==> config.mk <==
export PLATFORM = sky130hd
export DESIGN_NAME = timed_actuator_sequencer
export DESIGN_NICKNAME = d
export VERILOG_FILES = /design/src/rtl/tas_pkg.sv /design/src/rtl/timed_actuator_sequencer.sv
export SDC_FILE = /design/constraint.sdc
export NUM_CORES = 1
export LEC_CHECK = 0
export BUFFER_PORTS_ARGS = -buffer_cell sky130_fd_sc_hd__buf_2
export CAP_MARGIN = 20
export CELL_PAD_IN_SITES_DETAIL_PLACEMENT = 0
export CELL_PAD_IN_SITES_GLOBAL_PLACEMENT = 1
export CORE_UTILIZATION = 55
export DETAILED_ROUTE_END_ITERATION = 8
export GPL_ROUTABILITY_DRIVEN = 0
export GPL_TIMING_DRIVEN = 1
export PLACE_DENSITY = 0.83
export SLEW_MARGIN = 20
export SYNTH_ARGS = -nofsm -noshare
export SYNTH_HDL_FRONTEND = slang
export SYNTH_SLANG_ARGS = --single-unit
==> constraint.sdc <==
create_clock -name clk -period 15.05 [get_ports clk]
set_input_delay 0.7525 -clock clk [delete_from_list [all_inputs] [get_ports clk]]
set_output_delay 0.7525 -clock clk [all_outputs]
set_load 0.02 [all_outputs]
==> src/rtl/tas_pkg.sv <==
// ----------------------------------------------------------------------------
// tas_pkg: shared definitions for the timed actuator sequencer
// Phase codes, command codes, register indexes, widths and the result record.
// ----------------------------------------------------------------------------
package tas_pkg;

  // Number of actuator channels in the timing table
  localparam int ACTUATORS   = 10;
  // Visible width of the actuator output field
  localparam int OUT_W       = 10;
  localparam int TIME_W      = 16;
  localparam int ELAPSED_W   = 17;
  localparam int COUNT_W     = 16;
  localparam int CMD_W       = 3;
  localparam int IDX_W       = 4;
  localparam int CFG_IDX_W   = 3;
  localparam int CFG_DATA_W  = 16;
  localparam int ACT_CNT_W   = 4;

  localparam logic [ELAPSED_W-1:0] ELAPSED_MAX = '1;

  // Output drive levels
  localparam logic LOW  = 1'b0;
  localparam logic HIGH = 1'b1;

  typedef enum logic [2:0] {
    PH_HOME     = 3'd0,
    PH_WAIT     = 3'd1,
    PH_ACT      = 3'd2,
    PH_REMOVE   = 3'd3,
    PH_INACTIVE = 3'd4
  } phase_t;

  // Commands carried by an input transfer
  localparam logic [CMD_W-1:0] CMD_TICK  = 3'd0;
  localparam logic [CMD_W-1:0] CMD_START = 3'd1;
  localparam logic [CMD_W-1:0] CMD_STOP  = 3'd2;
  localparam logic [CMD_W-1:0] CMD_HOME  = 3'd3;
  localparam logic [CMD_W-1:0] CMD_LOAD  = 3'd4;

  // Configuration register indexes
  localparam logic [CFG_IDX_W-1:0] REG_DETECT_LEVEL   = 3'd0;
  localparam logic [CFG_IDX_W-1:0] REG_CONFIRM_DETECT = 3'd1;
  localparam logic [CFG_IDX_W-1:0] REG_CONFIRM_REMOVE = 3'd2;
  localparam logic [CFG_IDX_W-1:0] REG_CONFIRM_INTV   = 3'd3;
  localparam logic [CFG_IDX_W-1:0] REG_CYCLE_LENGTH   = 3'd4;
  localparam logic [CFG_IDX_W-1:0] REG_ACTIVE_COUNT   = 3'd5;

  typedef struct packed {
    phase_t             phase;
    logic [OUT_W-1:0]   outputs;
    logic [COUNT_W-1:0] count;
  } result_t;

endpackage

==> src/rtl/timed_actuator_sequencer.sv <==
// ----------------------------------------------------------------------------
// timed_actuator_sequencer: five-phase actuator sequencer on 1 ms ticks
// Confirms object detection and removal over a timed interval and drives
// per-channel outputs from a start/stop timing table during actuation.
// ----------------------------------------------------------------------------
//
//  Channel  Handshake            Payload
//  -------  -------------------  ---------------------------------------------
//  in_      in_valid / in_ready  cmd, sensor_level, actuator_index, start/stop
//  out_     out_valid/out_ready  phase, actuator_outputs, object_count
//  cfg_     cfg_we               cfg_index, cfg_data
//
//  One input transfer per cycle while in_ready is high; its result is registered.
//  The sequencer state updates in the accepting cycle from parallel compares.
//  Results sit in a two-entry output queue; in_ready drops only when full.
//  Reset (rst_n low, synchronous) gives phase home, timer, outputs, count zero.
//  The timing table has no reset and holds garbage until loaded.
//
module timed_actuator_sequencer (
  input  logic                          clk,
  input  logic                          rst_n,
  input  logic                          in_valid,
  output logic                          in_ready,
  input  logic [tas_pkg::CMD_W-1:0]     in_cmd,
  input  logic                          in_sensor_level,
  input  logic [tas_pkg::IDX_W-1:0]     in_actuator_index,
  input  logic [tas_pkg::TIME_W-1:0]    in_start_time,
  input  logic [tas_pkg::TIME_W-1:0]    in_stop_time,
  output logic                          out_valid,
  input  logic                          out_ready,
  output logic [2:0]                    out_phase,
  output logic [tas_pkg::OUT_W-1:0]     out_actuator_outputs,
  output logic [tas_pkg::COUNT_W-1:0]   out_object_count,
  input  logic                          cfg_we,
  input  logic [tas_pkg::CFG_IDX_W-1:0] cfg_index,
  input  logic [tas_pkg::CFG_DATA_W-1:0] cfg_data
);
  import tas_pkg::*;

  // Configuration registers
  logic                 detect_level_r;
  logic                 confirm_detect_r;
  logic                 confirm_remove_r;
  logic [TIME_W-1:0]    confirm_intv_r;
  logic [TIME_W-1:0]    cycle_length_r;
  logic [ACT_CNT_W-1:0] active_count_r;

  // Sequencer state
  phase_t               phase_r, phase_nxt;
  logic [ELAPSED_W-1:0] elapsed_r, elapsed_nxt;
  logic [ACTUATORS-1:0] out_bits_r, out_bits_nxt;
  logic [COUNT_W-1:0]   count_r, count_nxt;
  logic [TIME_W-1:0]    start_tbl_r [ACTUATORS];
  logic [TIME_W-1:0]    stop_tbl_r  [ACTUATORS];

  // Output queue
  result_t              q_r [2];
  logic [1:0]           q_cnt_r;

  logic                 in_xfer, out_xfer;
  logic                 present;
  logic [ELAPSED_W-1:0] el_inc;
  logic [ACTUATORS-1:0] used_mask;
  logic                 load_ok;
  result_t              res_new;

  assign in_ready = (q_cnt_r != 2'd2);
  assign in_xfer  = in_valid && in_ready;
  assign out_valid = (q_cnt_r != 2'd0);
  assign out_xfer  = out_valid && out_ready;

  assign present = (in_sensor_level == detect_level_r);
  assign el_inc  = (elapsed_r == ELAPSED_MAX) ? elapsed_r : elapsed_r + 1'b1;
  assign load_ok = ({1'b0, in_actuator_index} < (IDX_W+1)'(ACTUATORS));

  // Mark the channels in use (active count limited to the table size)
  always_comb begin
    for (int i = 0; i < ACTUATORS; i++) begin
      used_mask[i] = ((ACT_CNT_W+1)'(i) < {1'b0, active_count_r});
    end
  end

  // Configuration writes
  always_ff @(posedge clk) begin
    if (!rst_n) begin
      detect_level_r   <= 1'b1;
      confirm_detect_r <= 1'b1;
      confirm_remove_r <= 1'b1;
      confirm_intv_r   <= TIME_W'(100);
      cycle_length_r   <= TIME_W'(1000);
      active_count_r   <= '0;
    end else if (cfg_we) begin
      case (cfg_index)
        REG_DETECT_LEVEL:   detect_level_r   <= cfg_data[0];
        REG_CONFIRM_DETECT: confirm_detect_r <= cfg_data[0];
        REG_CONFIRM_REMOVE: confirm_remove_r <= cfg_data[0];
        REG_CONFIRM_INTV:   confirm_intv_r   <= cfg_data[TIME_W-1:0];
        REG_CYCLE_LENGTH:   cycle_length_r   <= cfg_data[TIME_W-1:0];
        REG_ACTIVE_COUNT:   active_count_r   <= cfg_data[ACT_CNT_W-1:0];
        default: ;
      endcase
    end
  end

  // Next sequencer state for the item on the input ports
  always_comb begin
    phase_nxt    = phase_r;
    elapsed_nxt  = elapsed_r;
    out_bits_nxt = out_bits_r;
    count_nxt    = count_r;
    case (in_cmd)
      CMD_TICK: begin
        elapsed_nxt = el_inc;
        case (phase_r)
          PH_HOME: begin
            out_bits_nxt = out_bits_r & ~used_mask;
          end
          PH_WAIT: begin
            if (!confirm_detect_r) begin
              phase_nxt   = PH_ACT;
              elapsed_nxt = '0;
            end else if (present) begin
              if (el_inc > {1'b0, confirm_intv_r}) begin
                phase_nxt   = PH_ACT;
                elapsed_nxt = '0;
                count_nxt   = count_r + 1'b1;
              end
            end else begin
              elapsed_nxt = '0;
            end
          end
          PH_ACT: begin
            if (el_inc > {1'b0, cycle_length_r}) begin
              phase_nxt   = PH_REMOVE;
              elapsed_nxt = '0;
            end else begin
              // Stop wins over start on each channel
              for (int i = 0; i < ACTUATORS; i++) begin
                if (used_mask[i]) begin
                  if (el_inc > {1'b0, stop_tbl_r[i]}) begin
                    out_bits_nxt[i] = LOW;
                  end else if (el_inc > {1'b0, start_tbl_r[i]}) begin
                    out_bits_nxt[i] = HIGH;
                  end
                end
              end
            end
          end
          PH_REMOVE: begin
            if (!confirm_remove_r) begin
              phase_nxt   = PH_WAIT;
              elapsed_nxt = '0;
            end else if (!present) begin
              if (el_inc > {1'b0, confirm_intv_r}) begin
                phase_nxt   = PH_WAIT;
                elapsed_nxt = '0;
              end
            end else begin
              elapsed_nxt = '0;
            end
          end
          default: ;
        endcase
      end
      CMD_START: begin
        out_bits_nxt = out_bits_r & ~used_mask;
        phase_nxt    = PH_WAIT;
        elapsed_nxt  = '0;
      end
      CMD_STOP: begin
        phase_nxt   = PH_INACTIVE;
        elapsed_nxt = '0;
      end
      CMD_HOME: begin
        phase_nxt   = PH_HOME;
        elapsed_nxt = '0;
      end
      default: ;
    endcase
  end

  // Advance the state on each input transfer
  always_ff @(posedge clk) begin
    if (!rst_n) begin
      phase_r    <= PH_HOME;
      elapsed_r  <= '0;
      out_bits_r <= '0;
      count_r    <= '0;
    end else if (in_xfer) begin
      phase_r    <= phase_nxt;
      elapsed_r  <= elapsed_nxt;
      out_bits_r <= out_bits_nxt;
      count_r    <= count_nxt;
    end
  end

  // Load timing entries; out-of-range indexes drop
  always_ff @(posedge clk) begin
    for (int i = 0; i < ACTUATORS; i++) begin
      if (in_xfer && in_cmd == CMD_LOAD && load_ok && in_actuator_index == IDX_W'(i)) begin
        start_tbl_r[i] <= in_start_time;
        stop_tbl_r[i]  <= in_stop_time;
      end
    end
  end

  assign res_new.phase   = phase_nxt;
  assign res_new.outputs = OUT_W'(out_bits_nxt);
  assign res_new.count   = count_nxt;

  // Output queue: head in entry 0, shift on transfer out
  always_ff @(posedge clk) begin
    if (!rst_n) begin
      q_cnt_r <= '0;
    end else begin
      q_cnt_r <= q_cnt_r + {1'b0, in_xfer} - {1'b0, out_xfer};
    end
  end

  always_ff @(posedge clk) begin
    if (out_xfer) begin
      if (q_cnt_r == 2'd2) begin
        q_r[0] <= q_r[1];
      end else if (in_xfer) begin
        q_r[0] <= res_new;
      end
    end else if (in_xfer) begin
      if (q_cnt_r == 2'd0) begin
        q_r[0] <= res_new;
      end else begin
        q_r[1] <= res_new;
      end
    end
  end

  assign out_phase            = q_r[0].phase;
  assign out_actuator_outputs = q_r[0].outputs;
  assign out_object_count     = q_r[0].count;

  // Queue never overfills
  a_q_bound: assert property (@(posedge clk) disable iff (!rst_n)
    q_cnt_r != 2'd3)
    else $error("output queue overflow");

  // Stop command lands in inactive with the timer cleared
  a_stop: assert property (@(posedge clk) disable iff (!rst_n)
    (in_xfer && in_cmd == CMD_STOP) |=> (phase_r == PH_INACTIVE && elapsed_r == '0))
    else $error("stop did not enter inactive");

  // Detection count moves by at most one per transfer
  a_count_step: assert property (@(posedge clk) disable iff (!rst_n)
    in_xfer |=> (count_r == $past(count_r) || count_r == $past(count_r) + 1'b1))
    else $error("detection count jumped");

  // State holds without an input transfer
  a_hold: assert property (@(posedge clk) disable iff (!rst_n)
    !in_xfer |=> ($stable(phase_r) && $stable(elapsed_r) && $stable(out_bits_r)))
    else $error("state changed without a transfer");

  // Result of a transfer into an empty queue shows the new phase
  a_result: assert property (@(posedge clk) disable iff (!rst_n)
    (in_xfer && q_cnt_r == 2'd0) |=> (out_valid && out_phase == phase_r))
    else $error("result does not match state");

endmodule

==> results.sh <==
export IMPL_status="finished clean"
export IMPL_grt_first_pass_wirelength_um=106000
export IMPL_hold_viol=0
export IMPL_cellPowerDensity_nw_per_um2=101
export IMPL_report_final_setup_viol=0
export IMPL_synth_compound_area_share_pct=11.7
export IMPL_maxCapViolCount=0
export IMPL_cp_max_fo=20
export IMPL_p_int_w=0.00222
export IMPL_p_switching_w=0.000684
export IMPL_regArea_sq_um=13100
export IMPL_p_comb_share_pct=7.3
export IMPL_clockBufferDepth=3
export IMPL_overflow=0
export IMPL_holdBufCountCts=0
export IMPL_period_needed_ns=5.18
export IMPL_grtUsageTotal_pct=29.8
export IMPL_vias=18700
export IMPL_multi_input_area_sq_um=11200
export IMPL_cts_sinks=465
export IMPL_final_cell_mix="378 x edfxtp_1, 364 x inv_1, 356 x ha_1"
export IMPL_clkPwrFrac_pct=42.6
export IMPL_synth_warnings=0
export IMPL_ctsResizeCount=0
export IMPL_nets=2895
export IMPL_power_w=0.00290
export IMPL_cts_inserted_buffers=52
export IMPL_first_global_vias=18300
export IMPL_drc=0
export IMPL_period_share_pct=34.4
export IMPL_start_util_pct=55.7
export IMPL_htree_levels=2
export IMPL_p_leak_nw=12.8
export IMPL_drive_gt1_share_pct=11.0
export IMPL_drt_wl_total_um=70500
export IMPL_die_w_um=219
export IMPL_yosys_area_share_xor_xnor_pct=1.38
export IMPL_fin_ws_ns=9.87
export IMPL_slew_headroom_pct=39.8
export IMPL_fillers=3779
export IMPL_ir_drop_mv=0.124
export IMPL_synth_edf_count=378
export IMPL_synth_ff_type="edfxtp_1"
export IMPL_tritoncts="done"
export IMPL_hpwl_um=48900
export IMPL_clock_latency_ns=0.62
export IMPL_synth_top_family_by_area="adder cells"
export IMPL_worst_slew_pin_slew_ns=0.893
export IMPL_fmax_mhz=193
export IMPL_skew_ns=0.0204
export IMPL_synth_async_reset_ratio_pct=0
export IMPL_muxShareOfSynthArea_pct=1.31
export IMPL_layout_commonest_cell="edfxtp_1"
export IMPL_core_area_sq_um=46600
export IMPL_postRouteAntennaNets=0
export IMPL_diodes=0
export IMPL_die_area_sq_um=48000
export IMPL_crit_type="flop to flop"
export IMPL_syn_area_sq_um=25900
export IMPL_preCtsSetupSlack_ns=10.01
export IMPL_row_count=79
export IMPL_grt_antenna_before_repair=0
export IMPL_grt_max_degree=50
export IMPL_dieHeight_um=219
export IMPL_ys_seq_elements=465
export IMPL_drt_initial_drc_count=1742
export IMPL_synth_fa_ha_area_share_pct=17.2
export IMPL_cp_end_kind="flop"
export IMPL_pwr_share_seq_pct=50.1
export IMPL_arrival_ns=5.54
export IMPL_path_clk_slew_ns=0.06
export IMPL_finalMaxSlewViolations=0
export IMPL_drt_pass1_iter_count=5
export IMPL_postSynthAreaPerCell_sq_um=11.0
export IMPL_io_buffers=94
export IMPL_wl_per_cell_um=22.6
export IMPL_synthSimpleGateAreaFrac_pct=11.0
export IMPL_hold_slack_ns=0.393
export IMPL_synth_nets=2786
export IMPL_syn_inst=2366
export IMPL_tns_ns=0
export IMPL_syn_to_final_growth_pct=11.3
export IMPL_seq_area_frac_synth_pct=50.5
export IMPL_ios=95
export IMPL_rsz0062_at_grt="no"
export IMPL_cp_required_ns=15.41
export IMPL_cts_setup_buffers=0
export IMPL_swShare_pct=23.6
export IMPL_synth_cell_types=87
export IMPL_hp_class="primary input to flop"
export IMPL_setup_worst_path_start_class="flop"
export IMPL_vias_per_cell=6.01
export IMPL_cts_root_buf="clkbuf_16"
## logic make-up after synthesis
family | Yosys count
XOR/XNOR | 41
AND/OR/NAND/NOR | 565
flip-flops | 465
buffers and inverters | 441
multiplexers | 31
AO/OA/AOI/OAI | 467
adder cells (fa/ha/maj) | 356
## worst max-delay path: stages (launching register included)
cell and delay, ns:
dfxtp_1 0.52, nand4_2 0.23, or4_1 0.62, nor2b_1 0.25, nand3_2 0.16, nor2_1 0.11, nand3_1 0.17, xnor2_2 0.11
buf_4 0.27, ha_1 0.26, nor4_1 0.58, o221ai_1 0.36, o211ai_1 0.43, a2111oi_0 0.16, a41oi_1 0.31, a21oi_2 0.06
mux2_2 0.28
## registers in the layout, summed over array words and instances, names as in the netlist, 2 cells and up
name	count
start_tbl_r	160
q_r	58
confirm_intv_r	16
elapsed_r	17
cycle_length_r	16
active_count_r	4
phase_r	3
q_cnt_r	2
out_bits_r	10
stop_tbl_r	160
count_r	16
## power groups by stage
stage,sequential (W),clock [W],combinational (W)
finish,0.00145,0.00124,0.000212
global route,0.00145,0.00130,0.000229
CTS,0.00145,0.00125,0.000212
detailed placement,0.00148,0,0.000211
global placement,0.00148,0,0.000209
floorplan,0.00147,0,0.000150
## stage by stage
step,area (sq um),std cells,util (%)
floorplan,25900,2366,-
global placement,27100,3025,58.3
detailed placement,27200,3026,58.4
CTS,28800,3119,61.9
global route,28900,3121,62.0
finish,28900,3121,62.0
## routing by layer
layer / vias up / GRT usage [%] / wire length (um)
met2: 632 / 50.0 / 33500
met1: 9206 / 39.1 / 29700
met4: 0 / 9.19 / 1960
met5: - / 0 / 0
li1: 8785 / - / -
met3: 121 / 5.36 / 5350
## synth_stat cells (7+ instances only)
master	number	share of area, %
a211o_1	8	0.27
a211oi_1	29	0.84
a21o_1	29	0.84
a21oi_1	158	3.0
a22o_1	7	0.24
a31oi_1	20	0.48
and2_1	10	0.24
and3_1	11	0.27
buf_2	15	0.29
buf_4	30	0.87
clkbuf_1	26	0.38
dfxtp_1	87	6.7
edfxtp_1	378	44
ha_1	356	17
inv_1	364	5.3
mux2_2	24	1.0
mux2i_1	7	0.27
nand2_1	164	2.4
nand2b_1	12	0.29
nand3_1	71	1.4
nand4_1	49	1.2
nor2_1	105	1.5
nor2b_1	17	0.41
nor3_1	35	0.68
nor3b_1	7	0.20
nor4_1	33	0.80
o211ai_1	23	0.67
o21a_1	26	0.75
o21ai_0	91	1.8
o31ai_1	12	0.35
or4_1	8	0.23
xnor2_1	19	0.64
xor2_1	22	0.74
## worst paths after layout
check                           depth (start not counted)                            from  slack (ns)                             end
worst max register to register                         16       elapsed_r[5]$_SDFFE_PN0P_        9.87            q_r[0][16]$_DFFE_PP_
worst max-delay path                                   16       elapsed_r[5]$_SDFFE_PN0P_        9.87            q_r[0][16]$_DFFE_PP_
worst min register to register                          2  confirm_intv_r[3]$_SDFFE_PN0P_        0.46  confirm_intv_r[3]$_SDFFE_PN0P_
worst min-delay path                                    3                     cfg_data[6]        0.39  cycle_length_r[6]$_SDFFE_PN1P_
## area by class of cell
cell class / instances / area share [%]
Tap cell: 607 / 2.63
Timing Repair Buffer: 131 / 2.72
Sequential cell: 465 / 45.4
Clock buffer: 75 / 5.16
Inverter: 365 / 4.75
Multi-Input combinational cell: 1460 / 38.8
Clock inverter: 18 / 0.512
Power figures use the tool's default switching activity.
